===== src/rtl/hbt_pkg.sv =====
package hbt_pkg;

    localparam int MAX_BUCKETS      = 64;
    localparam int SLOTS_PER_BUCKET = 8;
    localparam int SLOT_TOTAL       = MAX_BUCKETS * SLOTS_PER_BUCKET;

    localparam int BUCKET_W    = $clog2(MAX_BUCKETS);
    localparam int SLOT_IDX_W  = $clog2(SLOTS_PER_BUCKET);
    localparam int SLOT_ADDR_W = BUCKET_W + SLOT_IDX_W;

    localparam int ACTION_W = 2;
    localparam int KEY_W    = 31;
    localparam int DATA_W   = 32;
    localparam int COUNT_W  = 10;
    localparam int BCOUNT_W = 7;

    localparam logic [BCOUNT_W-1:0]   BUCKET_COUNT_RESET = BCOUNT_W'(10);
    localparam logic [SLOT_IDX_W-1:0] LAST_SLOT          = SLOT_IDX_W'(SLOTS_PER_BUCKET - 1);

    localparam logic [ACTION_W-1:0] ACT_INSERT = 2'd0;
    localparam logic [ACTION_W-1:0] ACT_SEARCH = 2'd1;
    localparam logic [ACTION_W-1:0] ACT_REMOVE = 2'd2;

    typedef struct packed {
        logic [ACTION_W-1:0]      action;
        logic [KEY_W-1:0]         key;
        logic signed [DATA_W-1:0] data_in;
    } hbt_request_t;

    typedef struct packed {
        logic                     hit;
        logic signed [DATA_W-1:0] data_out;
        logic                     bucket_full;
        logic [COUNT_W-1:0]       entry_total;
    } hbt_result_t;

    typedef struct packed {
        logic [KEY_W-1:0]  key;
        logic [DATA_W-1:0] data;
    } slot_entry_t;

    typedef struct packed {
        logic                   en;
        logic [SLOT_ADDR_W-1:0] addr;
        slot_entry_t            entry;
    } slot_wr_t;

    typedef struct packed {
        logic                        en;
        logic [BUCKET_W-1:0]         addr;
        logic [SLOTS_PER_BUCKET-1:0] mask;
    } mask_wr_t;

endpackage


===== src/rtl/hbt_mask_store.sv =====
module hbt_mask_store (
    input  logic                                 clk,
    input  logic                                 rst_n,
    input  hbt_pkg::mask_wr_t                    wr,
    input  logic                                 rd_en,
    input  logic [hbt_pkg::BUCKET_W-1:0]         rd_addr,
    output logic [hbt_pkg::SLOTS_PER_BUCKET-1:0] rd_mask
);
    import hbt_pkg::*;

    logic [SLOTS_PER_BUCKET-1:0] mem [MAX_BUCKETS];
    logic [SLOTS_PER_BUCKET-1:0] rd_mask_reg;
    logic [MAX_BUCKETS-1:0]      row_ok_reg;
    logic                        rd_ok_reg;

    always_ff @(posedge clk or negedge rst_n)
    begin
        if (!rst_n)
        begin
            row_ok_reg <= '0;
            rd_ok_reg  <= 1'b0;
        end
        else
        begin
            if (wr.en)
            begin
                row_ok_reg[wr.addr] <= 1'b1;
            end
            if (rd_en)
            begin
                rd_ok_reg <= row_ok_reg[rd_addr];
            end
        end
    end

    always_ff @(posedge clk)
    begin
        if (wr.en)
        begin
            mem[wr.addr] <= wr.mask;
        end
        if (rd_en)
        begin
            rd_mask_reg <= mem[rd_addr];
        end
    end

    assign rd_mask = rd_ok_reg ? rd_mask_reg : '0;

endmodule

===== config.mk =====
export PLATFORM = sky130hd
export DESIGN_NAME = hbt_mask_store
export DESIGN_NICKNAME = d
export VERILOG_FILES = /design/src/rtl/hbt_pkg.sv /design/src/rtl/hbt_mask_store.sv
export SDC_FILE = /design/constraint.sdc
export NUM_CORES = 1
export LEC_CHECK = 0
export ABC_AREA = 1
export BUFFER_PORTS_ARGS = -buffer_cell sky130_fd_sc_hd__buf_2
export CORE_MARGIN = 4
export CORE_UTILIZATION = 45
export CTS_CLUSTER_DIAMETER = 80
export DETAILED_ROUTE_END_ITERATION = 12
export GPL_TIMING_DRIVEN = 0
export PLACE_DENSITY = 0.62
export SYNTH_ARGS = -nofsm -noshare
export SYNTH_HDL_FRONTEND = slang
export SYNTH_SLANG_ARGS = --single-unit

===== constraint.sdc =====
create_clock -name clk -period 2.15 [get_ports clk]
set_input_delay 0.43 -clock clk [delete_from_list [all_inputs] [get_ports clk]]
set_output_delay 0.43 -clock clk [all_outputs]
set_load 0.05 [all_outputs]

==> impl_summary.md, run 1 <==
Placement
The post-detailed-placement half-perimeter wirelength is 49200 µm. The last weighted congestion value of the routability-driven placer is 0.989. The post-placement setup slack is -965 ps. The number of port buffers is 22. The instance area at placement is 24700 µm².

Synth
The post-synthesis instance total is 1983. The distinct cell type count of the synthesized netlist is 21. For this run, the register share of the synthesized area comes to 72.9%. Counting flops and latches in the post-synthesis netlist gives 585.

When the netlist entered floorplanning its net count stood at 2007. The cell area that synthesis handed to floorplanning was 23600 µm². In this run the biggest area consumer among cell types represents 66.0% of the synthesized area. Sorting the synthesized cells by area gives the leading types as sky130_fd_sc_hd__edfxtp_1 66%, sky130_fd_sc_hd__dfrtp_1 6.9%, sky130_fd_sc_hd__nand2_1 5.4%. Summed over all instances, the cell type with the most area after synthesis is sky130_fd_sc_hd__edfxtp_1.

Dividing the synthesized area by the synthesized cell count gives 11.9 µm². The count of synthesis-stage warnings from yosys is 0.

Detailed routing
Once detail routing completed, the nets flagged for antenna violations numbered 0. After detailed routing, the total wire length is 74800 µm. The post-detailed-route via-to-cell ratio is 5.83. For this run, design rule violations remaining after detail routing come to 0.

The violation count after the first detailed-route iteration is 2203. The first-pass iteration count of the detailed router is 5. In the final routed layout, each cell accounts on average for 26.6 µm. The detailed router placed 16402 vias in this run.

Global route
The maximum number of pins on one net before global-route repair is 66. The total overflow reported by the global router is 0. For this run, global-route usage on met1 was measured as 36.7%.

In the global route stage, overall resource usage came out at 26.3%. In this run the most used layer during global routing was met2. Global routing used 39.6% of the available met2 tracks. The number of global-route vias before repair was 15690. The number of antenna violations at the first check in global routing is 3. The first global-routing pass estimated 108000 µm of wire. The met3 demand-to-capacity share in global routing is 7.90%.

STA
The total count of hold-check failures in the final report is 0. The final setup violation count is 93. The worst-case setup margin in the final layout is -135 ps. The max-slew violation count is 0.

Setup repair after global routing could not meet its margin everywhere. The fraction of the cycle the final worst path needs is 106%. The routed design could run at a clock period as short as 2280 ps. The maximum clock frequency is 438 MHz. The post-route clock skew is 13.4 ps.

The worst slew slack as a fraction of its limit is 6.04%. The transition time at the pin with the least slew margin is 1410 ps.

Clock network
Clock-pin slew was measured on the worst setup and hold paths at 60 ps. TritonCTS built the clock tree. The maximum root-to-sink buffer count is 3. The tree built by TritonCTS fans out to 585 sinks. The number of CTS-inserted buffers is 59. For the worst-skew pair, the clock arrives at the later sink with an insertion delay of 620 ps. The H-tree depth reported by CTS is 2. The buffer type at the clock tree root is sky130_fd_sc_hd__clkbuf_16.

Layout
The area used by multi-input combinational logic is 5820 µm². From synthesis to final layout, the design area changed by 13.5%. The count of nets after finishing is 2107. The final design instance area without fill is 26800 µm². Registers take 17200 µm². The flip-flop count of the largest register after layout is 512. The number of filler cells placed in the layout is 4420.

Of the cells placed in the final design, the portion with a size suffix greater than 1 is 15.3%.

Power and ir drop
The power density of the placed cells is 916 nW/µm². The worst-case vdd ir drop is 0.000695 V. The leakage power is 9.60 nW.

Floorplanning
After floorplanning, the core was divided into 83 placement rows. The die boundary width is 237 µm. The starting density of the core is 45.8%.

Pin placement for this block handled 32 I/O pins. The height of the die is 237 µm. The core region is 51600 µm². The floorplan step defined a die boundary enclosing 56300 µm².

Critical path
The endpoint class of the critical path is a flip-flop. In this run the worst path has a maximum fanout of 9. Traced cell by cell, the critical path runs through buf_2, clkinv_1, nor3_1, nand2_1, nor2_1. The slowest stage of the critical path is the sky130_fd_sc_hd__nor2_1 cell.

In this design, the stage delay of the slowest critical-path cell is 870 ps. The critical path in this run is classified as in -> reg. The arrival time of the worst setup path is 2520 ps. The worst setup path is launched from an input pin. The critical path required time is 2380 ps.

Flow run
The count of maximum capacitance violations is 0.

Status
The checks that failed: setup timing. The run finished, with violations left.

Worst hold path
In this run the worst hold path is classified as in -> reg.
[cells in the final DEF, fill, tap and decap left out, drive strengths merged, types with 5 or more instances in the layout]
| cell type | synthesis | routed |
|---|---|---|
| a21oi | 32 | 32 |
| nor3 | 5 | 5 |
| clkinv | 5 | 27 |
| o22ai | 104 | 104 |
| nor2 | 272 | 272 |
| nor4 | 8 | 8 |
| buf | 73 | 113 |
| nand2 | 337 | 337 |
| or2 | 64 | 64 |
| o21ai | 248 | 248 |
| inv | 40 | 40 |
| clkbuf | 53 | 133 |
| nand3 | 153 | 153 |
| edfxtp | 520 | 520 |
| dfrtp | 65 | 65 |
[worst paths after layout]
kind	start	endpoint	slack, ps	cells after the start
hold / removal	rd_en	rd_ok_reg	160	3
max in group asynchronous	rst_n	rd_ok_reg	1010	2
setup reg to reg	mem[53][3]	rd_mask_reg[3]	410	8
hold reg to reg	row_ok_reg[24]	row_ok_reg[24]	470	1
min in group asynchronous	rst_n	row_ok_reg[36]	510	2
setup / recovery	wr[9]	mem[35][6]	-130	5
[report_power, final]
| part | total, mW | internal [mW] | switching (mW) |
|---|---|---|---|
| Combinational | 2.06 | 0.597 | 1.46 |
| Clock | 9.67 | 5.44 | 4.23 |
| Sequential | 12.9 | 12.7 | 0.151 |
| Total | 24.6 | 18.7 | 5.84 |
[Yosys cell counts, drive strengths merged]
| cell type | n |
|---|---|
| a21oi | 32 |
| buf | 73 |
| clkbuf | 53 |
| clkinv | 5 |
| dfrtp | 65 |
| edfxtp | 520 |
| inv | 40 |
| nand2 | 337 |
| nand3 | 153 |
| nand4 | 4 |
| nor2 | 272 |
| nor3 | 5 |
| nor4 | 8 |
| o21ai | 248 |
| o22ai | 104 |
| or2 | 64 |
[cell families after synthesis]
| logic type | count (synthesis) | synth area share, % |
|---|---|---|
| simple gates | 843 | 15.0 |
| flops | 585 | 72.9 |
| compound gates | 384 | 8.68 |
| buf+inv | 171 | 3.37 |
[per-layer routing]
layer | wire (µm) | vias to the layer above | share of wire, %
met5 | 22 | - | 0.029
met4 | 2770 | 4 | 3.7
met3 | 8470 | 173 | 11
met2 | 32800 | 873 | 44
met1 | 30700 | 8082 | 41
li1 | - | 7270 | -
[through the flow]
stage                     total power, mW  std cells  hold slack [ps]  utilization [%]  TNS (ps)
after CTS                            24.6       2808              136             51.7     -4810
after detailed placement             15.1       2693              453             47.9   -382840
final                                24.6       2811              162             52.0     -5720
after global placement               15.0       2685              451             47.7   -352280
after floorplan                      14.2       1983              134                -     -5830
after global routing                 25.3       2810              170             52.0    -11910
[what timing repair did]
item | CTS | global route
endpoints found under the hold margin | 65 | 0
hold buffers | 1 | 0
resized for setup | 50 | 52
setup endpoints to repair | 350 | 185
setup buffers | 8 | 0
[worst max-delay path, delay by kind of cell]
kind	cells	cell delay (ps)
and+or+nand+nor	3	1550
buffers and inverters	2	530
[cell type report]
class | instances | area share [%]
Antenna cell | 1 | 0.00933
Buffer | 124 | 2.46
Clock buffer | 82 | 6.02
Clock inverter | 26 | 0.630
Inverter | 45 | 0.639
Multi-Input combinational cell | 1227 | 21.7
Sequential cell | 585 | 64.3
Tap cell | 680 | 3.17
Timing Repair Buffer | 41 | 1.13
Note: power is estimated with default switching activity, not from simulation.
==> inputs of run 2 (changes only) <==
==> constraint.sdc (replaced) <==
create_clock -name clk -period 2.15 [get_ports clk]
set_input_delay 0.215 -clock clk [delete_from_list [all_inputs] [get_ports clk]]
set_output_delay 0.215 -clock clk [all_outputs]
set_load 0.05 [all_outputs]
==> run 2 against run 1 <==
Effect of this change:
- via count is 0.57% higher
- die area stayed put
- core utilization is 0.23 points lower
- sequential cell count stayed put
- clock skew is 1.6 ps lower
- sequential power hardly changed
- combinational power hardly changed
- global-route usage hardly changed
- sequential share of layout area is 0.28 points higher
- the run still ends with setup timing left
- critical path type unchanged
- largest power group unchanged
- design area is 0.44% lower
==> impl_summary.md, run 2 (synthesis results as in run 1) <==
STA
The worst-case setup margin in the final layout is -127 ps. In this run the tightest slew margin relative to its limit is 5.97%. Static timing analysis puts the maximum clock frequency at 439 MHz. The transition time at the pin with the least slew margin is 1410 ps. The final setup violation count is 68. Of the available clock period, the critical path in the final layout requires 106%.

The total count of hold-check failures in the final report is 0. After layout, the minimum clock period comes to 2280 ps. Setup repair after global routing could not meet its margin everywhere. The post-route clock skew is 11.8 ps. The smallest hold slack is 76.2 ps.

The max-slew violation count is 0.

Clock network
The H-tree depth reported by CTS is 2. After clock tree synthesis, the clock-pin slew on the worst setup and hold paths is 60 ps. The buffer type at the clock tree root is sky130_fd_sc_hd__clkbuf_16. The number of clock sinks is 585.

TritonCTS created 59 clock buffers. The TritonCTS clock tree is built. The later pin in the worst-skew pair is clocked with a latency of 620 ps. The clock passes through at most 3 buffers.

Critical path
The arrival time of the worst setup path is 2520 ps. The setup path with the least slack is of type in -> reg. The highest fanout seen on the critical path is 10.

The endpoint class of the critical path is a flip-flop. The critical path required time is 2390 ps. The number of cell instances on the worst register-to-register path is 8. The critical path launch point type is an input pin.

Layout
Relative to the synthesized area, the layout overhead comes to 13.0%. The count of nets after finishing is 2107. Leaving out fill and tap cells, the most frequent cells in the layout are 520 x sky130_fd_sc_hd__edfxtp_1, 337 x sky130_fd_sc_hd__nand2_1, 239 x sky130_fd_sc_hd__nor2_1. Of the cells placed in the final design, the portion with a size suffix greater than 1 is 13.8%. The commonest non-fill, non-tap cell in the layout is sky130_fd_sc_hd__edfxtp_1. The register with the most flip-flops in the layout has 512 of them. The utilization after layout is 51.8%.

Global route
The number of antenna violations at the first check in global routing is 3. The number of global-route vias before repair is 15661. Entering global routing, the biggest net connects 66 pins.

The wire length of the first global-routing pass is 108000 µm. The total overflow reported by the global router is 0. The overall routing resource usage is 26.2%.

Power and ir drop
The design internal power is 18.7 mW. The net switching share of the total power is 23.8%. The power density of the placed cells is 920 nW/µm².

The net load switching power is 5.85 mW. The relative contribution of sequential cells to total power is 52.2%. The combinational cell fraction of total power is 8.4%.

The leakage power is 9.54 nW. Per report_power, the clock group accounts for 39.4% of the total. The worst-case vdd ir drop is 0.000696 V.

Detailed routing
The first-pass iteration count of the detailed router is 7. The post-detailed-route via-to-cell ratio is 5.87. The average wire per standard cell is 26.7 µm. In the routed design, unresolved DRC markers number 0. Summing over every cut layer, the via total after detailed routing is 16495. The violation count after the first detailed-route iteration is 2164. For this block, the routed nets add up to 75100 µm of wire. The detail route stage leaves a number of antenna-violating nets equal to 0.

Worst hold path
In this run the worst hold path is classified as in -> reg. The worst hold path stage count is 2.

Flow run
The count of maximum capacitance violations is 0.

Floorplanning
The die area is 56300 µm². The region available for standard cell placement spans 51600 µm². The placement row count is 83. The starting density of the core is 45.8%. The height of the die is 237 µm. The die boundary width is 237 µm. The top-level I/O count is 32.

Status
The final reports fail on setup timing. The flow ran to the end, but the final reports show violations.

Placement
The last weighted congestion value of the routability-driven placer is 0.989. The number of port buffers is 22. Detailed placement finished with a half-perimeter wire length of 49200 µm.
## run 2: metal layers
metal / global-route usage [%] / part of all wire, %
met1: 36.9 / 41
met2: 39.4 / 44
met3: 7.90 / 11
met4: 8.81 / 3.4
met5: 0 / 0.033
## run 2: power by group through the flow
| stage | registers, mW | clock network (mW) | logic, mW |
|---|---|---|---|
| finish | 12.8 | 9.68 | 2.06 |
| global route | 12.9 | 10.2 | 2.20 |
| CTS | 12.8 | 9.72 | 1.99 |
| detailed placement | 13.1 | 0 | 1.98 |
| global placement | 13.1 | 0 | 1.94 |
| floorplan | 13.0 | 0 | 1.13 |
## run 2: worst paths after layout
check | start | end | slack (ps)
max | wr[10] | mem[26][3] | -130
min | wr[10] | mem[48][4] | 80
max reg2reg | mem[53][3] | rd_mask_reg[3] | 380
min reg2reg | row_ok_reg[10] | row_ok_reg[10] | 470
max in group asynchronous | rst_n | rd_ok_reg | 1220
min in group asynchronous | rst_n | row_ok_reg[36] | 290
## run 2: critical path, cell delays in order
cell and delay, ps:
sky130_fd_sc_hd__buf_2 170, sky130_fd_sc_hd__inv_1 90, sky130_fd_sc_hd__clkbuf_1 420, sky130_fd_sc_hd__nand4_1 660, sky130_fd_sc_hd__nor2_1 950
## run 2: through the flow
step                      instances  power [mW]  setup slack (ps)  setup TNS, ps  instance area, µm²
after floorplan                1983        14.2               124              0               23600
after global placement         2685        15.0             -1010        -226510               24600
after detailed placement       2693        15.1              -750        -263990               24700
after CTS                      2803        24.6             -69.7          -1330               26500
after global routing           2810        25.3              -199          -8460               26700
final                          2812        24.6              -127          -5460               26700
## run 2: timing repair
action	4_1_cts	5_1_grt
hold endpoints to repair	74	0
buffers inserted	0	5
setup endpoints to repair	108	236
resized for setup	11	45
hold buffers	2	0
pin swaps	0	2
## run 2: layout make-up
class                   instances  area (µm²)
flip-flops and latches        585       17200
plain buffers                 126         642
multi-input cells            1227        5740
well taps                     680         851
inverters                      45         169
repair buffers                 39         280
diodes                          2        5.00
clock buffers                  82        1620
clock inverters                26         169
fillers                      4434       24900
==> inputs of run 3 (changes only) <==
Settings changed: ABC_AREA 1 to unset, CTS_BUF_LIST set to sky130_fd_sc_hd__clkbuf_8, PLACE_DENSITY 0.62 to unset.
==> run 3 against run 2 <==
Effect of this change:
- the run still ends with setup timing left
- count of clock-buffer cells in the layout is 23 higher
- routed wire length is 26% lower
- largest cell class unchanged
- hold slack hardly changed
- combinational power is 20% lower
- worst setup slack better by 65 ps
- design area is 4.2% lower
- synthesized area is 3.9% lower
- die area is 3.8% lower
- critical endpoint is now rd_mask_reg[6]
==> impl_summary.md, run 3 <==
Synth
Yosys printed 0 warnings. The area of the mapped netlist is 22700 µm². The flip-flop and latch count after synthesis is 585. The post-synthesis async set-or-reset flop share is 11.1%. Yosys instantiated no cell more often than sky130_fd_sc_hd__edfxtp_1. Summing the areas of all compound-gate instances in the mapped netlist gives 0.804% of the synthesized area. The number of nets in the synthesized netlist is 1070. For this run, the leading register cell type out of synthesis is sky130_fd_sc_hd__edfxtp_1. After Yosys synthesis, XOR and XNOR cells account for 0% of the synthesized area. Of the total synthesized cell area, the portion taken by AND, OR, NAND and NOR gates is 4.22%. The combinational family with the most area after synthesis is multiplexers. Counting instances in the post-synthesis netlist gives the leading cell types as 520 x sky130_fd_sc_hd__edfxtp_1, 169 x sky130_fd_sc_hd__mux4_2, 73 x sky130_fd_sc_hd__nor2_1. The post-synthesis instance total is 1046. The area share of the leading cell type in the synthesized netlist is 68.7%.

The count of flip-flops with a built-in enable after synthesis is 520. After synthesis, the mean cell area works out to 21.7 µm². After Yosys synthesis, full adders, half adders and majority gates account for 0% of the synthesized area.

Measured against the total synthesized area, the mux share comes to 17.7%. In this run, distinct cell masters in the synthesized netlist total 30. Of the synthesized area, sequential elements account for 75.9%. By area the synthesized netlist is led by sky130_fd_sc_hd__edfxtp_1 69%, sky130_fd_sc_hd__mux4_2 17%, sky130_fd_sc_hd__dfrtp_1 7.2%. The cell type contributing the most total cell area after synthesis is sky130_fd_sc_hd__edfxtp_1.

STA
The max-slew violation count was 0. The smallest hold slack is 76.2 ps. The worst-case setup margin in the final layout is -62.1 ps.

Setup violations remaining at the end of the flow were counted as 3. The transition time at the pin with the least slew margin is 1310 ps. After layout, the minimum clock period comes to 2210 ps.

The setup total negative slack is -99.5 ps. The maximum clock frequency is 452 MHz. The post-route clock skew is 32.1 ps. Setup repair after global routing could not meet its margin everywhere. The total count of hold-check failures in the final report was 0. The worst slew slack as a fraction of its limit is 12.6%.

The fraction of the cycle the final worst path needs is 103%.

Clock network
No sink is reached through more buffers than the 3 on the longest clock path. CTS placed an instance of sky130_fd_sc_hd__clkbuf_8 at the clock tree root. TritonCTS built the clock tree. The tree built by TritonCTS fans out to 585 sinks.

In this run the number of H-tree levels came out at 3. The number of CTS-inserted buffers is 91. Clock-pin slew was measured on the worst setup and hold paths at 70 ps.

The later pin in the worst-skew pair is clocked with a latency of 680 ps.

Detailed routing
The first-pass iteration count of the detailed router is 5. The post-detailed-route via-to-cell ratio is 5.66. For this block, the initial DRC count from the detailed router was 1048.

The residual DRC count is 0. In this run the remaining antenna-violating nets after routing total 0. The average wire per standard cell is 29.0 µm. Wires add up to 55600 µm. The routed layout has 10847 vias.

Floorplanning
The die area is 54100 µm². The top-level I/O count is 32. The height of the die is 233 µm.

The floorplan step set the die width to 233 µm. The floorplan has 82 rows. The initial utilization of the core area, before any placement, comes to 45.4%.

After floorplanning, the core was sized to cover 50100 µm².

Critical path
The most numerous cell type found on the critical path is sky130_fd_sc_hd__mux4_2. The highest fanout seen on the critical path is 1. The worst setup path is captured at a flip-flop. Traced cell by cell, the critical path runs through mux4_2, mux4_2, nor2b_4, a211oi_4, a21oi_2. The critical path launch point type is a flip-flop. The worst setup path is of the reg -> reg kind. On the critical path, the stage with the largest delay is an instance of sky130_fd_sc_hd__mux4_2. The arrival time of the worst setup path is 2610 ps. The worst stage delay on the critical path is 530 ps. The critical path required time is 2550 ps.

Flow run
The tool flagged a number of max-cap violations equal to 0.

Power and ir drop
The clock network accounts for 38.2% of the total power. The net switching share of the total power is 22.8%. The leakage power is 8.60 nW. The combinational cell fraction of total power is 7.0%. The power density of the placed cells is 918 nW/µm². The internal portion of the total power is 18.1 mW. The net load switching power is 5.36 mW.

The relative contribution of sequential cells to total power is 54.7%. VDD sags by at most 0.000777 V.

Layout
From synthesis to final layout, the design area changed by 12.7%. The post-route netlist has 34.8% of its cells at a drive strength greater than 1. Leaving out fill and tap cells, the most frequent cells in the layout are 520 x sky130_fd_sc_hd__edfxtp_1, 169 x sky130_fd_sc_hd__mux4_2, 105 x sky130_fd_sc_hd__clkbuf_8.

The sequential cells in the finished layout cover a total of 17200 µm². The number of filler cells placed in the layout is 4061. The final design instance area without fill is 25600 µm². The library cell used most frequently in the layout, excluding fill and tap cells, is sky130_fd_sc_hd__edfxtp_1. The count of nets after finishing is 1189. The register with the most flip-flops in the layout has 512 of them.

Measured on the finished design, the core utilization comes to 51.1%. Summing all multi-input logic gate instances after layout gives 5230 µm².

Global route
The number of antenna violations at the first check in global routing came to 5. The total overflow left after global routing is 0. The first global-routing pass estimated 80200 µm of wire. The number of global-route vias before repair is 11273. The overall routing resource usage is 21.0%. The maximum number of pins on one net before global-route repair is 66.

Worst hold path
The min-delay analysis places its worst path in the category in -> reg.

Status
The flow ran to the end, but the final reports show violations. The checks that failed: setup timing.

Placement
Summing all placed instances gives a cell area of 23700 µm². Routability-driven placement finished with a final weighted congestion of 0.927. The post-detailed-placement half-perimeter wirelength is 35200 µm. The count of buffers added on input and output ports is 22.
-- run 3: repair_timing --
action,4_1_cts,5_1_grt
hold endpoints to repair,74,0
hold buffers,2,0
gates resized for setup,25,4
pin swaps,2,0
endpoints found under the setup margin,8,4
buffers inserted,0,0
-- run 3: area by class of cell --
type | instances | share of cell area, %
Antenna cell | 3 | 0.0293
Buffer | 52 | 1.26
Clock buffer | 105 | 5.65
Clock inverter | 66 | 1.31
Inverter | 3 | 0.0440
Multi-Input combinational cell | 406 | 20.4
Sequential cell | 585 | 67.4
Tap cell | 672 | 3.29
Timing Repair Buffer | 26 | 0.606
-- run 3: path summary, 6_finish.rpt --
path / start / endpoint / slack, ps / cells after the start
hold reg to reg: row_ok_reg[8] / row_ok_reg[8] / 460 / 1
setup reg to reg: mem[3][6] / rd_mask_reg[6] / -60 / 5
setup / recovery: mem[3][6] / rd_mask_reg[6] / -60 / 5
max in group asynchronous: rst_n / row_ok_reg[44] / 1360 / 2
hold / removal: rd_addr[5] / rd_ok_reg / 80 / 5
min in group asynchronous: rst_n / row_ok_reg[29] / 200 / 2
-- run 3: metal layers --
metal	share of wire [%]	global-route usage [%]
met1	43	29.6
met2	48	33.2
met3	6.3	4.60
met4	2.6	6.84
met5	0.034	0
-- run 3: kinds of logic (layout without fill, tap and decap cells) --
kind of cell	count (synthesis)	count (layout)
DFF	585	585
AOI/OAI and AO/OA	27	27
other	0	3
buffers and inverters	55	252
and+or+nand+nor	188	188
muxes	191	191
-- run 3: through the flow --
stage	power, mW	instances	setup WS [ps]
after floorplan	14.0	1046	0.591
after detailed placement	14.7	1742	-1190
after CTS	23.6	1915	-70.5
after global routing	24.3	1915	-147
final	23.5	1918	-62.1
after global placement	14.7	1740	-1170
-- run 3: power by group through the flow --
stage | logic, mW | clock network (mW) | registers, mW
finish | 1.65 | 8.98 | 12.8
global route | 1.75 | 9.67 | 12.9
CTS | 1.67 | 9.13 | 12.8
detailed placement | 1.64 | 0 | 13.1
global placement | 1.62 | 0 | 13.1
floorplan | 1.02 | 0 | 13.0
-- run 3: worst max-delay path: cells and delay by family (launching register included) --
family             cells  cell delay (ps)
DFF                    1              360
and+or+nand+nor        1              160
muxes                  2             1020
AOI/OAI and AO/OA      2              400
