File: config.mk
export PLATFORM = sky130hd
export DESIGN_NAME = hbt_divider
export DESIGN_NICKNAME = d
export VERILOG_FILES = /design/src/rtl/hbt_pkg.sv /design/src/rtl/hbt_divider.sv
export SDC_FILE = /design/constraint.sdc
export NUM_CORES = 1
export LEC_CHECK = 0
export ABC_CLOCK_PERIOD_IN_PS = 11000
export BUFFER_PORTS_ARGS = -buffer_cell sky130_fd_sc_hd__buf_2
export CAP_MARGIN = 20
export CORE_MARGIN = 3
export CORE_UTILIZATION = 25
export DETAILED_ROUTE_END_ITERATION = 16
export PLACE_DENSITY = 0.54
export SLEW_MARGIN = 20
export SYNTH_ARGS = -nofsm -noshare
export SYNTH_HDL_FRONTEND = slang
export SYNTH_SLANG_ARGS = --single-unit
File: constraint.sdc
create_clock -name clk -period 11 [get_ports clk]
set_input_delay 0.55 -clock clk [delete_from_list [all_inputs] [get_ports clk]]
set_output_delay 0.55 -clock clk [all_outputs]
set_load 0.005 [all_outputs]
File: src/rtl/hbt_pkg.sv
package hbt_pkg;

    localparam int MAX_BUCKETS      = 64;
    localparam int SLOTS_PER_BUCKET = 8;
    localparam int SLOT_TOTAL       = MAX_BUCKETS * SLOTS_PER_BUCKET;

    localparam int BUCKET_W    = $clog2(MAX_BUCKETS);
    localparam int SLOT_IDX_W  = $clog2(SLOTS_PER_BUCKET);
    localparam int SLOT_ADDR_W = BUCKET_W + SLOT_IDX_W;

    localparam int ACTION_W = 2;
    localparam int KEY_W    = 31;
    localparam int DATA_W   = 32;
    localparam int COUNT_W  = 10;
    localparam int BCOUNT_W = 7;

    localparam logic [BCOUNT_W-1:0]   BUCKET_COUNT_RESET = BCOUNT_W'(10);
    localparam logic [SLOT_IDX_W-1:0] LAST_SLOT          = SLOT_IDX_W'(SLOTS_PER_BUCKET - 1);

    localparam logic [ACTION_W-1:0] ACT_INSERT = 2'd0;
    localparam logic [ACTION_W-1:0] ACT_SEARCH = 2'd1;
    localparam logic [ACTION_W-1:0] ACT_REMOVE = 2'd2;

    typedef struct packed {
        logic [ACTION_W-1:0]      action;
        logic [KEY_W-1:0]         key;
        logic signed [DATA_W-1:0] data_in;
    } hbt_request_t;

    typedef struct packed {
        logic                     hit;
        logic signed [DATA_W-1:0] data_out;
        logic                     bucket_full;
        logic [COUNT_W-1:0]       entry_total;
    } hbt_result_t;

    typedef struct packed {
        logic [KEY_W-1:0]  key;
        logic [DATA_W-1:0] data;
    } slot_entry_t;

    typedef struct packed {
        logic                   en;
        logic [SLOT_ADDR_W-1:0] addr;
        slot_entry_t            entry;
    } slot_wr_t;

    typedef struct packed {
        logic                        en;
        logic [BUCKET_W-1:0]         addr;
        logic [SLOTS_PER_BUCKET-1:0] mask;
    } mask_wr_t;

endpackage

File: src/rtl/hbt_divider.sv
module hbt_divider (
    input  logic                         clk,
    input  logic                         rst_n,
    input  logic                         start,
    input  logic [hbt_pkg::KEY_W-1:0]    dividend,
    input  logic [hbt_pkg::BCOUNT_W-1:0] divisor,
    output logic                         done,
    output logic [hbt_pkg::BUCKET_W-1:0] remainder
);
    import hbt_pkg::*;

    localparam int DVD_W = KEY_W + (KEY_W % 2);
    localparam int STEPS = DVD_W / 2;
    localparam int CNT_W = (STEPS > 1) ? $clog2(STEPS) : 1;
    localparam logic [CNT_W-1:0] LAST_STEP = CNT_W'(STEPS - 1);

    logic                busy_reg;
    logic                done_reg;
    logic [CNT_W-1:0]    cnt_reg;
    logic [DVD_W-1:0]    dvd_reg;
    logic [BCOUNT_W-1:0] div_reg;
    logic [BCOUNT_W-1:0] rem_reg;
    logic [BCOUNT_W-1:0] rem_one;
    logic [BCOUNT_W-1:0] rem_two;

    function automatic logic [BCOUNT_W-1:0] rem_step(
        input logic [BCOUNT_W-1:0] r,
        input logic                b,
        input logic [BCOUNT_W-1:0] d
    );
        logic [BCOUNT_W:0] t;
        t = {r, b};
        if (t >= {1'b0, d})
        begin
            t = t - {1'b0, d};
        end
        return t[BCOUNT_W-1:0];
    endfunction

    assign rem_one = rem_step(rem_reg, dvd_reg[DVD_W-1], div_reg);
    assign rem_two = rem_step(rem_one, dvd_reg[DVD_W-2], div_reg);

    always_ff @(posedge clk or negedge rst_n)
    begin
        if (!rst_n)
        begin
            busy_reg <= 1'b0;
            done_reg <= 1'b0;
            cnt_reg  <= '0;
        end
        else
        begin
            done_reg <= 1'b0;
            if (start)
            begin
                busy_reg <= 1'b1;
                cnt_reg  <= '0;
            end
            else if (busy_reg)
            begin
                cnt_reg <= cnt_reg + CNT_W'(1);
                if (cnt_reg == LAST_STEP)
                begin
                    busy_reg <= 1'b0;
                    done_reg <= 1'b1;
                end
            end
        end
    end

    always_ff @(posedge clk)
    begin
        if (start)
        begin
            dvd_reg <= DVD_W'(dividend);
            div_reg <= divisor;
            rem_reg <= '0;
        end
        else if (busy_reg)
        begin
            dvd_reg <= dvd_reg << 2;
            rem_reg <= rem_two;
        end
    end

    assign done      = done_reg;
    assign remainder = rem_reg[BUCKET_W-1:0];

endmodule

==> metrics.md, run 1 <==
| Metric | Value |
|---|---|
| Biggest fanout along the worst timing path | `9` |
| Arr. time, crit path | `4.09 ns` |
| Initial antenna violation count | `0` |
| Worst clock skew | `0.00541 ns` |
| Clock Latency Late Sink | `0.29 ns` |
| Wire length of the first global-routing pass | `9340 µm` |
| Static Leak | `0.00142 µW` |
| TritonCTS clock tree | `yes` |
| Global placer's final weighted congestion | `0.821` |
| Number of levels the H-tree was split into | `2` |
| Top flip-flop cell by instance count after synthesis | `sky130_fd_sc_hd__edfxtp_1` |
| Post-cts resize count | `0` |
| Headroom to the max-slew limit | `0.525` |
| Final antenna-violating net count | `0` |
| Leading post-synthesis cells by cell area | `sky130_fd_sc_hd__edfxtp_1, sky130_fd_sc_hd__mux2_2, sky130_fd_sc_hd__ha_1` |
| Crit path capture | `rem_reg[0]` |
| Core box area | `roughly 11000 µm²` |
| Post-Synthesis Mean Instance Area | `12.8 µm²` |
| Number of cells traversed by the worst register-to-register path | `14` |
| Crit end category | `flip-flop` |
| ANT cells | `0` |
| Maximum single-stage delay on the critical path | `between 0.4 and 0.5 ns` |
| NumNets Final | `329` |
| Ys async rst share | `0.115` |
| Cell area power density | `233 nW/µm²` |
| Number of detailed-routing iterations run before antenna repair | `4` |
| WL final | `5620 µm` |
| Post-Route Hold Slack | `0.0767 ns` |
| Mapped Cells | `about 230` |
| GRT Util Overall | `0.0897` |
| Status | `completed` |
| Flip-flop count of the largest register, all copies and words added | `32` |
| Largest net degree at the start of global routing | `54` |
| Synth Net Count | `approximately 290` |
| Worst-Margin Slew | `0.713 ns` |
| Clock Path Buffers | `2` |
| CTS Root Buffer Type | `sky130_fd_sc_hd__clkbuf_16` |
| Post-synth top area share | `0.389` |
| Remaining DRCs | `0` |
| Number of buffer and inverter instances along the worst setup path | `1` |
| Total number of vias | `1869` |
| Synth Warn # | `0` |
| Final setup violation count | `0` |
| Fmax achieved | `257 MHz` |
| Cells along the critical path | `ha_1 > inv_1 > fa_1 > a21oi_2 > o311ai_4 > a21oi_4 > mux2_2 > ha_1 > a21oi_1 > o311ai_0 > o211ai_1 > o211ai_4 > mux2_4 > a211oi_2` |
| Clk sinks | `52` |
| Endpoint of the worst-slack reg-to-reg timing path | `rem_reg[0]` |
| Vias per cell | `4.54` |
| HP Class | `in -> async` |
| Cell occurring most often along the worst timing path | `sky130_fd_sc_hd__ha_1` |
| Element type at the critical path start | `flip-flop` |
| Row cnt | `38` |
| Post-CTS clock slew at the launch and capture registers of the worst setup and hold paths | `roughly 0.070 ns` |
| Hold violation count in the final report | `0` |
| Total number of cells along the worst setup path | `14` |
| Number of distinct library cells after synthesis | `56` |
| Die boundary height | `114 µm` |
| Launching element of the worst setup path | `div_reg[0]` |
| Layout cell share with drive strength beyond 1 | `0.386` |
| EDFF count, synth | `38` |
| Final global-route overflow total | `0` |
| Vias in the first global route | `1891` |
| Number of buffers created by CTS | `5` |
| Sequential element share of the synthesized area | `0.495` |
| Half-perimeter wire length after placement | `4240 µm` |
| Count of hold buffers inserted by post-cts repair | `0` |
| Data required time at the worst endpoint | `11.20 ns` |
| Final number of max-transition violations | `0` |
| Post-route clock period utilization | `0.353` |
| Number of DRC markers in iteration 0 | `41` |
| Synth Register Bits | `52` |
| Setup CP Type | `reg -> reg` |
| Count of boundary I/O pins | `between 40 and 50` |
| Synthesis-to-layout area growth | `16.7%` |
| Starting density of the core | `0.263` |
| Final total negative setup slack | `0 ns` |
| Wire per inst | `13.6 µm` |
| Die ar. | `13100 µm²` |
| Flop2flop setup slack | `7.11 ns` |
| Netlist area before placement | `between 2000 and 3000 µm²` |
| Die span in x | `114 µm` |
| Number of setup buffers added after CTS | `0` |
| CP max stage cell | `sky130_fd_sc_hd__fa_1` |
| Max IR drop VDD | `121 µV` |
| Maxcap violations | `0` |
| Port Buffer Count | `47` |
| Unrepaired setup endpoints after global routing | `no` |
| Cell taking the most area after synthesis | `sky130_fd_sc_hd__edfxtp_1` |
| Time the worst path needs with I/O delays and setup | `just under 4 ns` |
| Launching point of the worst reg2reg path | `div_reg[0]` |
| Category of cells accounting for the largest share of critical-path delay | `compound AO/OA/AOI/OAI gates` |
power breakdown:
group	leakage, µW	switching [µW]	internal (µW)
clock	0.0000857	69.9	109
sequential	0.000543	16.3	238
combinational	0.000792	190	173
per-stage QoR:
step / power [µW] / utilization / instances / instance area [µm²] / setup slack (ns)
floorplan: 551 / - / 229 / 2930 / 7.44
global placement: 618 / 0.292 / 404 / 3250 / 7.21
detailed placement: 622 / 0.292 / 404 / 3250 / 7.14
CTS: 806 / 0.307 / 412 / 3420 / 7.12
global route: 854 / 0.307 / 412 / 3420 / 6.87
finish: 796 / 0.307 / 412 / 3420 / 7.11
worst min path at each step:
stage / from / end / slack [ns] / depth (start not counted)
2_1_floorplan: rst_n / busy_reg / 0.25 / 0
3_3_place_gp: rst_n / done / 0.38 / 1
3_5_place_dp: rst_n / done / 0.38 / 1
4_1_cts: rst_n / done / 0.07 / 1
5_1_grt: rst_n / done / 0.07 / 1
6_report: rst_n / done / 0.08 / 1
cells in the final DEF (no fill, tap or decap), types with 2 or more instances in the layout:
master / n
sky130_fd_sc_hd__buf_2: 47
sky130_fd_sc_hd__edfxtp_1: 38
sky130_fd_sc_hd__mux2_2: 33
sky130_fd_sc_hd__nor2_1: 18
sky130_fd_sc_hd__inv_1: 15
sky130_fd_sc_hd__ha_1: 15
sky130_fd_sc_hd__mux2i_1: 8
sky130_fd_sc_hd__dfxtp_1: 8
sky130_fd_sc_hd__dfrtp_1: 6
sky130_fd_sc_hd__o21ai_0: 5
sky130_fd_sc_hd__a211oi_1: 5
sky130_fd_sc_hd__clkbuf_16: 5
sky130_fd_sc_hd__xnor2_1: 4
sky130_fd_sc_hd__nand2_1: 4
sky130_fd_sc_hd__inv_2: 3
sky130_fd_sc_hd__nand2b_1: 3
sky130_fd_sc_hd__nor2b_1: 3
sky130_fd_sc_hd__xor2_1: 3
sky130_fd_sc_hd__a21oi_2: 2
sky130_fd_sc_hd__nand3_1: 2
sky130_fd_sc_hd__nand4_1: 2
sky130_fd_sc_hd__a21o_1: 2
sky130_fd_sc_hd__nor3b_1: 2
sky130_fd_sc_hd__a21oi_1: 2
sky130_fd_sc_hd__o211ai_1: 2
sky130_fd_sc_hd__and2_1: 2
sky130_fd_sc_hd__fa_1: 2
cell families (layout without fill, tap and decap cells):
kind of cell               count (synthesis)  count (layout)  share of synthesized area
AOI/OAI and AO/OA                         38              38                      0.114
xor gates and xnor gates                   7               7                     0.0209
and+or+nand+nor                           42              42                     0.0747
buffers and inverters                     31              74                     0.0576
DFF                                       52              52                      0.495
muxes                                     42              42                      0.159
adders and majority gates                 17              17                     0.0777
Yosys cell counts, types with 4 or more instances:
library cell               instances
sky130_fd_sc_hd__a211oi_1          5
sky130_fd_sc_hd__edfxtp_1         38
sky130_fd_sc_hd__ha_1             15
sky130_fd_sc_hd__dfrtp_1           6
sky130_fd_sc_hd__inv_1            15
sky130_fd_sc_hd__mux2_2           33
sky130_fd_sc_hd__xnor2_1           4
sky130_fd_sc_hd__dfxtp_1           8
sky130_fd_sc_hd__nand2_1           4
sky130_fd_sc_hd__mux2i_1           8
sky130_fd_sc_hd__buf_4             6
sky130_fd_sc_hd__nor2_1           18
sky130_fd_sc_hd__o21ai_0           5
cell type report:
| cell class | count | area (µm²) |
|---|---|---|
| clock inverters | 3 | 46.3 |
| clock buffers | 5 | 125 |
| well taps | 140 | 175 |
| multi-input cells | 146 | 1310 |
| inverters | 18 | 67.6 |
| flip-flops and latches | 52 | 1450 |
| fillers | 1159 | 7710 |
| repair buffers | 48 | 243 |
per-layer routing:
metal,wire [µm],global-route usage
met5,0,0
met4,31,0.0222
met3,309,0.0307
met2,2540,0.139
met1,2740,0.121
(Power assumes the default switching activity.)
==> run 2, diff against run 1 <==
Settings changed: ABC_CLOCK_PERIOD_IN_PS 11000 to 3200, PLACE_DENSITY 0.54 to 0.55.
Clock period 11 ns to 3.2 ns, I/O delays scaled along.
==> metrics.md, run 2 (synthesized netlist as in run 1, its figures left out) <==
| Metric | Value |
|---|---|
| Status | `finished, violations left` |
| Failing checks | `setup timing` |
| Most common cell after layout, fill and taps aside | `sky130_fd_sc_hd__buf_4` |
| Placed inst area | `3640 µm² (+12%)` |
| Row cnt | `38 (unchanged)` |
| Layout cell share with drive strength beyond 1 | `0.554 (+0.167)` |
| Remaining DRCs | `0 (unchanged)` |
| Crit end category | `flip-flop` |
| Vias per cell | `4.48 (-1.2%)` |
| Wire length of the first global-routing pass | `11000 µm (+18%)` |
| Relative contribution of the clock network to total power | `0.158 (-0.066)` |
| Max IR drop VDD | `298 µV (+150%)` |
| Time the worst path needs with I/O delays and setup | `3.55 ns (-0.336 ns)` |
| Total number of vias | `2093 (+12%)` |
| Final number of max-transition violations | `0 (unchanged)` |
| Port Buffer Count | `47 (unchanged)` |
| Wire per inst | `14.3 µm (+4.8%)` |
| Minimum setup slack in the final design | `-0.351 ns (-7.46 ns)` |
| Vias in the first global route | `2285 (+21%)` |
| Commonest cells after routing, fill and taps aside | `sky130_fd_sc_hd__buf_4, sky130_fd_sc_hd__buf_2, sky130_fd_sc_hd__edfxtp_1` |
| Maxcap violations | `0 (unchanged)` |
| Number of DRC markers in iteration 0 | `46 (+12%)` |
| Unrepaired setup endpoints after global routing | `yes` |
| Die ar. | `13100 µm² (unchanged)` |
| Part of the power in registers | `0.238 (-0.081)` |
| Final setup violation count | `7 (+7)` |
| Data required time at the worst endpoint | `3.37 ns (-7.83 ns)` |
| Post-route clock period utilization | `1.11 (+0.756)` |
| Half-perimeter wire length after placement | `4880 µm (+15%)` |
| Utilization after layout | `0.359 (+0.0520)` |
| Cell internal pwr | `2380 µW (+360%)` |
| Biggest fanout along the worst timing path | `6 (-3)` |
| HP Class | `in -> reg` |
| Maximum single-stage delay on the critical path | `0.41 ns (about the same)` |
| Largest net degree at the start of global routing | `43 (-20%)` |
| Static Leak | `0.00171 µW (+21%)` |
| Core box area | `11100 µm² (unchanged)` |
| Final Cell Area | `4000 µm² (+17%)` |
| Post-Route Hold Slack | `0.0382 ns (-0.0385 ns)` |
| Number of levels the H-tree was split into | `2 (unchanged)` |
| Element type at the critical path start | `flip-flop` |
| Number of buffers created by CTS | `5 (unchanged)` |
| Cell area power density | `910 nW/µm² (+290%)` |
| Hold violation count in the final report | `0 (unchanged)` |
| Fmax achieved | `282 MHz (+9.5%)` |
| Die boundary height | `114 µm (unchanged)` |
| Headroom to the max-slew limit | `0.509 (-0.0152)` |
| Cells along the critical path | `ha_4 > inv_2 > fa_2 > a21oi_4 > o311ai_4 > a21oi_4 > buf_6 > mux2_4 > ha_4 > inv_2 > o311ai_2 > o211ai_1 > o211ai_4 > buf_12 > mux2i_2 > a211oi_2` |
| Die span in x | `114 µm (unchanged)` |
| GRT Util Overall | `0.107 (+0.0177)` |
| Switching part of the total | `0.345 (-0.00248)` |
| Initial antenna violation count | `0 (unchanged)` |
| TritonCTS clock tree | `yes` |
| Final antenna-violating net count | `0 (unchanged)` |
| Setup CP Type | `reg -> reg` |
| Worst-Margin Slew | `0.736 ns (+0.0228 ns)` |
| CTS Root Buffer Type | `sky130_fd_sc_hd__clkbuf_16` |
| Synthesis-to-layout area growth | `36.4%` |
| Clock Latency Late Sink | `0.30 ns (about the same)` |
| Worst clock skew | `0.00922 ns (+0.00380 ns)` |
| Global placer's final weighted congestion | `0.808 (-1.5%)` |
| Flip-flop count of the largest register, all copies and words added | `32 (unchanged)` |
| Clk sinks | `52 (unchanged)` |
| ANT cells | `0 (unchanged)` |
| Final total negative setup slack | `-2.09 ns (-2.09 ns)` |
| WL final | `6670 µm (+19%)` |
| Post-CTS clock slew at the launch and capture registers of the worst setup and hold paths | `0.08 ns (about the same)` |
| Arr. time, crit path | `3.72 ns (-0.37 ns)` |
| Starting density of the core | `0.263 (unchanged)` |
| CP max stage cell | `sky130_fd_sc_hd__edfxtp_1` |
| Combinational fraction of design power | `0.603 (+0.146)` |
| Count of boundary I/O pins | `48 (unchanged)` |
| Clock Path Buffers | `2 (unchanged)` |
| Switching component of the power | `1250 µW (+350%)` |
| Final global-route overflow total | `0 (unchanged)` |
| NumNets Final | `384 (+17%)` |
| Number of detailed-routing iterations run before antenna repair | `4 (unchanged)` |
run 2: cell count changes in the layout (fill, tap and decap cells not counted), moves of 3 or more:
cell / previous run / this run
sky130_fd_sc_hd__ha_4: 0 / 5
sky130_fd_sc_hd__ha_1: 15 / 10
sky130_fd_sc_hd__mux2_2: 33 / 29
sky130_fd_sc_hd__buf_6: 0 / 3
sky130_fd_sc_hd__buf_4: 1 / 51
sky130_fd_sc_hd__mux2_4: 1 / 5
run 2: power by group through the flow:
stage          clock network (µW)  logic [µW]  registers [µW]
5_1_grt                       617        2390             875
2_1_floorplan                   0        1150             871
3_3_place_gp                    0        1770             880
4_1_cts                       593        2080             867
3_5_place_dp                    0        1800             881
6_report                      575        2190             867
run 2: final timing paths:
check	startpoint	slack (ns)	depth (start not counted)	endpoint
min in group asynchronous	rst_n	0.22	2	busy_reg
max reg2reg	div_reg[0]	-0.35	16	rem_reg[1]
max in group asynchronous	rst_n	2.83	2	cnt_reg[2]
min	divisor[3]	0.04	1	div_reg[3]
min reg2reg	rem_reg[6]	0.50	2	rem_reg[6]
max	div_reg[0]	-0.35	16	rem_reg[1]
run 2: area by class of cell:
cell class,instances,area (µm²)
clock buffer,5,125
clock inverter,3,28.8
fill,1116,7130
inverter,18,67.6
multi-input combinational,146,1470
sequential,52,1450
tap,140,175
timing repair buffer,103,682
run 2: routing by layer:
metal	vias to the layer above	wire length (µm)	global-route usage
met3	13	352	0.0333
met2	53	3050	0.170
li1	1042	-	-
met1	985	3140	0.141
met5	-	0	0
met4	0	126	0.0333
run 2: metrics by stage:
step,total power (µW),instances,worst slack [ns]
after detailed placement,2680,443,-0.438
after CTS,3540,466,-0.272
after global placement,2650,443,-0.284
after floorplan,2020,229,-0.179
final,3640,467,-0.351
after global routing,3880,467,-0.506
run 2: worst max-delay path, delay by kind of cell, from the launching register on:
kind                       cells  cell delay, ns
adders and majority gates      3            0.81
DFF                            1            0.41
AOI/OAI and AO/OA              7            1.29
muxes                          2            0.55
buffers and inverters          4            0.36
run 2: timing repair:
action,CTS,global route
setup endpoints to repair,7,7
gates resized for setup,8,8
hold endpoints to repair,6,0
buffers inserted,14,1
pin swaps,15,10
hold buffers,1,0
==> run 3, diff against run 2 <==
Settings changed: ABC_CLOCK_PERIOD_IN_PS 3200 to 3700, PLACE_DENSITY 0.55 to 0.54.
Clock period 3.2 ns to 3.7 ns, I/O delays scaled along.
==> metrics.md, run 3 (synthesized netlist as in run 1, its figures left out) <==
| Metric | Value |
|---|---|
| Utilization after layout | `0.333 (-0.0263)` |
| Clock Latency Late Sink | `0.29 ns (about the same)` |
| Layer with the highest usage after global routing | `met2` |
| Arr. time, crit path | `3.76 ns (+0.04 ns)` |
| Switching part of the total | `0.363 (+0.0183)` |
| Core box area | `11100 µm² (unchanged)` |
| Biggest fanout along the worst timing path | `5 (-1)` |
| Switching component of the power | `1010 µW (-19%)` |
| Number of standard cells in the final layout excluding fillers | `434 (-7.1%)` |
| Number of buffers created by CTS | `5 (unchanged)` |
| Port Buffer Count | `47 (unchanged)` |
| Combinational fraction of design power | `0.554 (-0.049)` |
| Met3 global-route usage | `0.0307 (-0.00264)` |
| Final number of max-transition violations | `0 (unchanged)` |
| Part of the power in registers | `0.270 (+0.032)` |
| Final total negative setup slack | `0 ns (+2.09 ns)` |
| Die ar. | `13100 µm² (unchanged)` |
| Most common cell after layout, fill and taps aside | `sky130_fd_sc_hd__buf_2` |
| Placed Instances | `414 (-6.5%)` |
| Cell internal pwr | `1770 µW (-26%)` |
| CTS Root Buffer Type | `sky130_fd_sc_hd__clkbuf_16` |
| Commonest cells after routing, fill and taps aside | `sky130_fd_sc_hd__buf_2, sky130_fd_sc_hd__edfxtp_1, sky130_fd_sc_hd__mux2_2` |
| Crit end category | `flip-flop` |
| Final Cell Area | `3700 µm² (-7.3%)` |
| Status | `completed` |
| Max IR drop VDD | `355 µV (+19%)` |
| Flip-flop count of the largest register, all copies and words added | `32 (unchanged)` |
| Data required time at the worst endpoint | `3.85 ns (+0.48 ns)` |
| Remaining DRCs | `0 (unchanged)` |
| Setup CP Type | `reg -> reg` |
| Cell area power density | `752 nW/µm² (-17%)` |
| Vias per cell | `4.56 (+1.8%)` |
| Met1 track utilization from global routing | `0.140 (-0.00109)` |
| ANT cells | `0 (unchanged)` |
| Wire length of the first global-routing pass | `10200 µm (-7.9%)` |
| Layout cell share with drive strength beyond 1 | `0.473 (-0.0807)` |
| Relative contribution of the clock network to total power | `0.176 (+0.018)` |
| Final global-route overflow total | `0 (unchanged)` |
| Fill count | `1138 (+2.0%)` |
| Clk sinks | `52 (unchanged)` |
| Final setup violation count | `0 (-7)` |
| Number of DRC markers in iteration 0 | `123 (+170%)` |
| Number of detailed-routing iterations run before antenna repair | `6 (+2)` |
| Synthesis-to-layout area growth | `26.4%` |
| Maxcap violations | `0 (unchanged)` |
| Launching point of the worst reg2reg path | `dvd_reg[31]` |
| Post-CTS clock slew at the launch and capture registers of the worst setup and hold paths | `0.07 ns (about the same)` |
| Post-route clock period utilization | `0.977 (-0.133)` |
| HP Class | `in -> reg` |
| Worst-Margin Slew | `0.751 ns (+0.0152 ns)` |
| Count of boundary I/O pins | `48 (unchanged)` |
| Headroom to the max-slew limit | `0.499 (-0.0101)` |
| Static Leak | `0.00154 µW (-10%)` |
| Starting density of the core | `0.263 (unchanged)` |
| Row cnt | `38 (unchanged)` |
| Global placer's final weighted congestion | `0.815 (+0.87%)` |
| GRT Util Overall | `0.0983 (-0.00914)` |
| Hold violation count in the final report | `0 (unchanged)` |
| Largest net degree at the start of global routing | `32 (-26%)` |
| Hold path startpoint | `divisor[5]` |
| TritonCTS clock tree | `yes` |
| Initial antenna violation count | `0 (unchanged)` |
| Unrepaired setup endpoints after global routing | `yes` |
| Vias in the first global route | `1992 (-13%)` |
| Final antenna-violating net count | `0 (unchanged)` |
| Clock Path Buffers | `2 (unchanged)` |
| Placed inst area | `3320 µm² (-8.7%)` |
| Wire per inst | `14.5 µm (+1.8%)` |
| Total number of vias | `1980 (-5.4%)` |
| Launching element of the worst setup path | `dvd_reg[31]` |
| Worst clock skew | `0.00309 ns (-0.00612 ns)` |
| Number of levels the H-tree was split into | `2 (unchanged)` |
| Die boundary height | `114 µm (unchanged)` |
| NumNets Final | `351 (-8.6%)` |
| Half-perimeter wire length after placement | `4450 µm (-8.9%)` |
| WL final | `6310 µm (-5.4%)` |
| Time the worst path needs with I/O delays and setup | `3.61 ns (+0.0618 ns)` |
| Fmax achieved | `277 MHz (-1.7%)` |
| Met2 Resource Use GR | `0.143 (-0.0265)` |
| Die span in x | `114 µm (unchanged)` |
| Element type at the critical path start | `flip-flop` |
[run 3: cell count changes in the layout (fill, tap and decap cells not counted), sizes merged]
| cell | delta |
|---|---|
| buf | -34 |
| o211ai | +1 |
[run 3: per-layer routing]
metal / wire length [µm] / up-vias
met2: 2860 / 62
met5: 0 / -
met1: 2980 / 930
met4: 61 / 0
li1: - / 982
met3: 407 / 6
[run 3: power by group through the flow]
stage	combinational (µW)	clock, µW	sequential, µW
5_1_grt	1670	528	762
6_report	1540	489	751
2_1_floorplan	886	0	751
3_5_place_dp	1170	0	765
4_1_cts	1320	501	752
3_3_place_gp	1160	0	765
[run 3: worst max-delay path, stage by stage, from the launching register on]
cell                       delay [ns]
sky130_fd_sc_hd__dfxtp_1         0.31
sky130_fd_sc_hd__inv_1           0.08
sky130_fd_sc_hd__ha_2            0.20
sky130_fd_sc_hd__inv_1           0.06
sky130_fd_sc_hd__fa_2            0.39
sky130_fd_sc_hd__a21oi_4         0.17
sky130_fd_sc_hd__buf_4           0.13
sky130_fd_sc_hd__buf_4           0.09
sky130_fd_sc_hd__buf_4           0.09
sky130_fd_sc_hd__buf_4           0.09
sky130_fd_sc_hd__o21bai_1        0.07
sky130_fd_sc_hd__xnor2_1         0.15
sky130_fd_sc_hd__mux2_4          0.31
sky130_fd_sc_hd__ha_4            0.30
sky130_fd_sc_hd__and4_2          0.24
sky130_fd_sc_hd__a41oi_4         0.13
sky130_fd_sc_hd__o211ai_4        0.17
sky130_fd_sc_hd__buf_6           0.15
sky130_fd_sc_hd__mux2i_2         0.24
sky130_fd_sc_hd__a211oi_2        0.10
[run 3: final timing paths]
path / slack (ns) / depth (start not counted) / to
worst max-delay path: 0.09 / 19 / rem_reg[1]
worst min-delay path: 0.07 / 1 / div_reg[5]
worst max register to register: 0.09 / 19 / rem_reg[1]
worst min register to register: 0.49 / 2 / rem_reg[6]
max in group asynchronous: 3.32 / 2 / cnt_reg[1]
min in group asynchronous: 0.24 / 2 / done
[run 3: layout make-up]
class | instances | area [µm²] | area share
Sequential cell | 52 | 1450 | 0.392
Tap cell | 140 | 175 | 0.0473
Inverter | 18 | 67.6 | 0.0182
Clock buffer | 5 | 125 | 0.0338
Clock inverter | 3 | 28.8 | 0.00777
Timing Repair Buffer | 69 | 407 | 0.110
Multi-Input combinational cell | 147 | 1450 | 0.391
[run 3: per-stage QoR]
step                setup slack, ns  power [µW]  hold WS (ns)
floorplan                     0.141        1640        -0.111
global placement            0.00895        1920        0.0142
detailed placement          -0.0592        1930        0.0180
CTS                         0.00949        2570        0.0620
global route                -0.0790        2960        0.0613
finish                       0.0867        2780        0.0657
[run 3: repair_timing]
action / 4_1_cts / 5_1_grt
gates resized for setup: 6 / 17
setup buffers: 4 / 6
hold endpoints to repair: 6 / 0
endpoints found under the setup margin: 6 / 7
pin swaps: 5 / 7
gates cloned: 1 / 0
hold buffers: 1 / 0
